`src/ihdb_pkg.sv`:
```
// Shared types and constants for the interpolating history delay buffer.
package ihdb_pkg;

    localparam logic [2:0] ST_OK    = 3'd0;
    localparam logic [2:0] ST_EMPTY = 3'd1;
    localparam logic [2:0] ST_PAST  = 3'd2;
    localparam logic [2:0] ST_ORDER = 3'd3;
    localparam logic [2:0] ST_FULL  = 3'd4;

    localparam logic [31:0] MAX_DELAY_RESET = 32'd65536;
    localparam logic [0:0]  OP_INSERT = 1'b0;
    localparam logic [0:0]  OP_QUERY  = 1'b1;

    // Memory access selection from the controller.
    localparam logic [2:0] RD_NEWEST = 3'd0;
    localparam logic [2:0] RD_OLDEST = 3'd1;
    localparam logic [2:0] RD_SECOND = 3'd2;
    localparam logic [2:0] RD_MID    = 3'd3;
    localparam logic [2:0] RD_LO     = 3'd4;
    localparam logic [2:0] RD_HI     = 3'd5;

    typedef struct packed {
        logic       load;       // capture input item
        logic       rd_en;      // issue a memory read
        logic [2:0] rd_sel;     // which logical index to read
        logic       cap_newest; // capture read data as newest point
        logic       cap_oldest; // capture read data as oldest point
        logic       cap_second; // capture read data time as second point
        logic       cap_mid;    // apply binary-search step from read data
        logic       cap_lo;     // capture lo point
        logic       cap_hi;     // capture hi point
        logic       wr_newest;  // overwrite value of newest point
        logic       do_append;  // drop as needed and append point
        logic       div_start;  // start the divider
        logic       set_result; // load result register from decision
    } ihdb_cmd_t;

    typedef struct packed {
        logic       is_query;
        logic       empty;
        logic       past;       // query time after newest
        logic       at_oldest;  // query time at or before oldest
        logic       order_bad;  // insert older than newest
        logic       equal_new;  // insert time equals newest
        logic       search_done;
        logic       div_busy;
    } ihdb_sts_t;

endpackage

```
`src/ihdb_ctrl.sv`:
```
// Controller state machine sequencing inserts, binary search and division.
module ihdb_ctrl (
    input  logic                clk,
    input  logic                rst_n,
    input  logic                in_valid,
    output logic                in_ready,
    output logic                out_valid,
    input  logic                out_ready,
    output ihdb_pkg::ihdb_cmd_t cmd,
    input  ihdb_pkg::ihdb_sts_t sts
);
    localparam logic [3:0] S_IDLE   = 4'd0;
    localparam logic [3:0] S_RDNEW  = 4'd1;
    localparam logic [3:0] S_CAPNEW = 4'd2;
    localparam logic [3:0] S_CAPOLD = 4'd3;
    localparam logic [3:0] S_CAPSEC = 4'd4;
    localparam logic [3:0] S_DECIDE = 4'd5;
    localparam logic [3:0] S_APPEND = 4'd6;
    localparam logic [3:0] S_SRCH   = 4'd7;
    localparam logic [3:0] S_SCAP   = 4'd8;
    localparam logic [3:0] S_CAPLO  = 4'd9;
    localparam logic [3:0] S_CAPHI  = 4'd10;
    localparam logic [3:0] S_MUL    = 4'd11;
    localparam logic [3:0] S_DIV    = 4'd12;
    localparam logic [3:0] S_RES    = 4'd13;
    localparam logic [3:0] S_OUT    = 4'd14;

    logic [3:0] state_reg, state_next;

    always_comb
    begin
        cmd        = '0;
        state_next = state_reg;
        in_ready   = (state_reg == S_IDLE);
        out_valid  = (state_reg == S_OUT);
        case (state_reg)
            S_IDLE:
                if (in_valid)
                begin
                    cmd.load   = 1'b1;
                    state_next = S_RDNEW;
                end
            S_RDNEW:
            begin
                cmd.rd_en  = 1'b1;
                cmd.rd_sel = ihdb_pkg::RD_NEWEST;
                state_next = S_CAPNEW;
            end
            S_CAPNEW:
            begin
                cmd.cap_newest = 1'b1;
                cmd.rd_en      = 1'b1;
                cmd.rd_sel     = ihdb_pkg::RD_OLDEST;
                state_next     = S_CAPOLD;
            end
            S_CAPOLD:
            begin
                cmd.cap_oldest = 1'b1;
                cmd.rd_en      = 1'b1;
                cmd.rd_sel     = ihdb_pkg::RD_SECOND;
                state_next     = S_CAPSEC;
            end
            S_CAPSEC:
            begin
                cmd.cap_second = 1'b1;
                state_next     = S_DECIDE;
            end
            S_DECIDE:
                if (!sts.is_query)
                begin
                    if (!sts.empty && sts.order_bad)
                        state_next = S_RES;
                    else if (!sts.empty && sts.equal_new)
                    begin
                        cmd.wr_newest = 1'b1;
                        state_next    = S_RES;
                    end
                    else
                        state_next = S_APPEND;
                end
                else if (sts.empty || sts.past || sts.at_oldest)
                    state_next = S_RES;
                else
                    state_next = S_SRCH;
            S_APPEND:
            begin
                // The result is built here while the append state is still visible.
                cmd.do_append  = 1'b1;
                cmd.set_result = 1'b1;
                state_next     = S_OUT;
            end
            S_SRCH:
                if (sts.search_done)
                begin
                    cmd.rd_en  = 1'b1;
                    cmd.rd_sel = ihdb_pkg::RD_LO;
                    state_next = S_CAPLO;
                end
                else
                begin
                    cmd.rd_en  = 1'b1;
                    cmd.rd_sel = ihdb_pkg::RD_MID;
                    state_next = S_SCAP;
                end
            S_SCAP:
            begin
                cmd.cap_mid = 1'b1;
                state_next  = S_SRCH;
            end
            S_CAPLO:
            begin
                cmd.cap_lo = 1'b1;
                cmd.rd_en  = 1'b1;
                cmd.rd_sel = ihdb_pkg::RD_HI;
                state_next = S_CAPHI;
            end
            S_CAPHI:
            begin
                cmd.cap_hi = 1'b1;
                state_next = S_MUL;
            end
            S_MUL:
                state_next = S_DIV;
            S_DIV:
            begin
                cmd.div_start = 1'b1;
                state_next    = S_RES;
            end
            S_RES:
                if (!sts.div_busy)
                begin
                    cmd.set_result = 1'b1;
                    state_next     = S_OUT;
                end
            S_OUT:
                if (out_ready)
                    state_next = S_IDLE;
            default:
                state_next = S_IDLE;
        endcase
    end

    always_ff @(posedge clk or negedge rst_n)
    begin
        if (!rst_n)
            state_reg <= S_IDLE;
        else
            state_reg <= state_next;
    end
endmodule
```
`config.mk`:
```
export PLATFORM = sky130hd
export DESIGN_NAME = ihdb_ctrl
export DESIGN_NICKNAME = d
export VERILOG_FILES = /design/src/ihdb_pkg.sv /design/src/ihdb_ctrl.sv
export SDC_FILE = /design/constraint.sdc
export NUM_CORES = 1
export LEC_CHECK = 0
export BUFFER_PORTS_ARGS = -buffer_cell sky130_fd_sc_hd__buf_2
export CAP_MARGIN = 5
export CORE_MARGIN = 1.5
export CORE_UTILIZATION = 39
export DETAILED_ROUTE_END_ITERATION = 10
export PLACE_DENSITY = 0.73
export SLEW_MARGIN = 40
export SYNTH_ARGS = -nofsm -noshare
export SYNTH_HDL_FRONTEND = slang
export SYNTH_SLANG_ARGS = --single-unit
```
`constraint.sdc`:
```
create_clock -name clk -period 1.3 [get_ports clk]
set_input_delay 0.26 -clock clk [delete_from_list [all_inputs] [get_ports clk]]
set_output_delay 0.26 -clock clk [all_outputs]
set_load 0.01 [all_outputs]
```
==> results.yml <==
layout:
  final_core_util_pct: 87.1
  largest_register_ffs: 4
  final_area_um2: 1150
  diodes: 0
  syn2layout_area_growth_pct: 105
  fillers: 74
  final_layout_size_suffix_gt1_share_pct: 71.4
  num-nets-final: 147
sta:
  rsz0062_at_grt: "yes"
  max-slew-margin-rel_pct: 83.4
  post-route-min-period_ns: 1.65
  fin_crit_sh_pct: 127
  slew_viol_final: 0
  setup-tns-final_ns: -4.79
  skew_ns: 0.00759
  worst_slew_pin_slew_ns: 0.250
  hold_viol: 0
  setup_viol: 21
  fin_ws_ns: -0.346
  maxClockFrequency_mhz: 608
die:
  core-area_um2: 1320
  initial_core_util_pct: 42.5
  dieArea_um2: 1670
  die_x_um: 40.9
  rows: 13
  io_pins: 29
  die_h_um: 40.9
power_and_ir_drop:
  seqPwrFrac_pct: 10.5
  vdd_drop_max_mv: 1.55
  finalPower_w: 0.00306
  p_int_w: 0.00162
  p_per_area_nw_per_um2: 2660
  comb_power_share_pct: 84.1
  switching_share_pct: 47.1
  power.leakage_nw: 0.563
  pwr-share-clk_pct: 5.4
  p_switching_w: 0.00144
drt:
  first_pass_iters: 4
  drt-vias-per-instance: 5.67
  drt_iter0_markers: 14
  num_vias: 839
  drc_errors: 0
  ant_nets: 0
  wl_per_cell_um: 16.5
  drt_wl_total_mm: 2.45
clocking:
  clkLatencyLatePin_ns: 0.25
  clock_path_buffers: 2
  htreeDepth: 1
  cts-root-buf: "clkbuf_4"
  path_clk_slew_ns: 0.04
  cts_buffers: 3
  cts_tree: "built"
  clkSinkCount: 4
worst_setup_path:
  critPathMaxFanout: 5
  crit_buf_inv: 3
  timing.critical_path.cells: "buf_6, buf_6, nor4_4, and2_1, buf_6"
  max_stage_delay_ns: 0.46
  cp_data_required_time_ns: 1.04
  crit_family: "flip-flops"
  cpMostUsedCell: "buf_6"
  cp_data_arrival_time_ns: 1.39
  path_class: "reg -> out"
  worstSetupStartpointType: "flop"
  crit_path_top_delay_cell: "dfrtp_2"
  endpoint_kind: "output port"
placed_design:
  pre_cts_slack_ns: -0.181
  io_buffers: 28
  dp_hpwl_mm: 1.34
  gp_congestion: 0.848
  placed_cell_area_um2: 840
logic_synthesis:
  async_flop_share_pct: 100
  ys_warn_count: 0
  synth_fp_nets: 88
  synthCells: 76
  ys.flop_type: "dfrtp_1"
  synth_top_area_cell: "dfrtp_1"
  synth_edf_count: 0
  ys_seq_elements: 4
  ys_seq_area_share_pct: 17.9
  synth.top_cell.area_share_pct: 17.9
  netlist_top_cells_area: "dfrtp_1, nor2_1, clkbuf_8"
  netlist-cell-type-count: 36
  synth_area_per_cell_um2: 7.38
  netlist_area_um2: 561
global_routing:
  overflow: 0
  grt_max_degree: 14
  track_usage_pct: 25.5
  grt_pass1_wl_mm: 2.63
  grt_antenna_before_repair: 0
  grt_pass1_vias: 611
worst_hold_path:
  hold_class: "in -> async"
flow_run:
  cap_violations: 0
outcome:
  status: "complete, but fails checks"
  failed_checks: "setup timing"
[worst register-to-register path: stages, from the launching register on]
cell and delay [ns]:
dfrtp_1 0.41, buf_4 0.16, or4_4 0.54, a21oi_4 0.14, o21bai_2 0.12, a22o_1 0.14
[cell usage in the layout (no fill, tap or decap), drive strengths merged]
cell type,n
a211oi,2
a21o,1
a21oi,4
a221oi,1
a22o,1
a32oi,2
a41oi,1
and2,2
buf,60
clkbuf,3
dfrtp,4
dlygate4sd3,1
inv,2
nand2,7
nand2b,5
nand3,1
nand3b,2
nand4b,1
nor2,12
nor2b,1
nor3,6
nor3b,1
nor4,1
o21a,1
o21ai,1
o21bai,2
o22ai,3
o31ai,1
o32ai,1
or3,1
or4,1
or4b,1
[layer usage]
layer | track usage [%] | vias up | part of all wire (%)
li1 | - | 398 | -
met1 | 27.2 | 398 | 37
met2 | 44.5 | 34 | 56
met3 | 4.89 | 9 | 4.2
met4 | 17.5 | 0 | 2.9
met5 | 0 | - | 0
[repair_timing]
action / 4_1_cts / 5_1_grt
hold endpoints to repair: 4 / 0
setup buffers: 5 / 5
pin swaps: 4 / 8
hold buffers: 1 / 0
resized for setup: 22 / 24
endpoints found under the setup margin: 19 / 20
[worst paths after layout]
path                                          start                        to  slack (ns)  depth (start not counted)
max                        state_reg[3]$_DFFE_PN0P_                   cmd[14]       -0.35                          5
min                                           rst_n  state_reg[2]$_DFFE_PN0P_        0.33                          2
max reg2reg                state_reg[1]$_DFFE_PN0P_  state_reg[3]$_DFFE_PN0P_       -0.27                          5
min reg2reg                state_reg[2]$_DFFE_PN0P_  state_reg[3]$_DFFE_PN0P_        0.77                          2
max in group asynchronous                     rst_n  state_reg[0]$_DFFE_PN0P_        0.83                          2
min in group clk                          out_ready  state_reg[2]$_DFFE_PN0P_        0.37                          3
[cell usage after synthesis, types with 2 or more instances]
library cell,instances
a211oi_1,2
a21oi_1,3
a32oi_1,2
and2_1,2
buf_6,2
clkbuf_8,3
dfrtp_1,4
inv_1,2
nand2_1,7
nand2b_1,4
nand3b_1,2
nor2_1,12
nor3_1,6
o22ai_1,3
[final cells by class]
class                      count  area, µm²  share of cell area, %
clock buffer                   3       22.5                   1.96
inverter                       2       7.51                  0.654
multi-input combinational     63        536                   46.7
sequential                     4        104                   9.05
tap                           15       18.8                   1.64
timing repair buffer          61        459                   40.0
[per-stage QoR]
stage / hold slack (ns) / std cells
5_1_grt: 0.339 / 148
3_3_place_gp: 0.0638 / 134
2_1_floorplan: -0.0356 / 76
4_1_cts: 0.336 / 143
3_5_place_dp: 0.0697 / 134
6_report: 0.333 / 148
[power by group through the flow]
stage                     clock network, W  logic [W]  registers [W]
final                             0.000165    0.00257       0.000320
after global routing              0.000179    0.00271       0.000323
after CTS                         0.000161    0.00210       0.000292
after detailed placement                 0    0.00171       0.000281
after global placement                   0    0.00169       0.000279
after floorplan                          0    0.00110       0.000249
[cell families after synthesis]
group / after synthesis / synth area share [%]
simple gates: 42 / 40.0
compound gates: 21 / 27.9
buf+inv: 9 / 14.3
flops: 4 / 17.9
(Power assumes the default switching activity.)
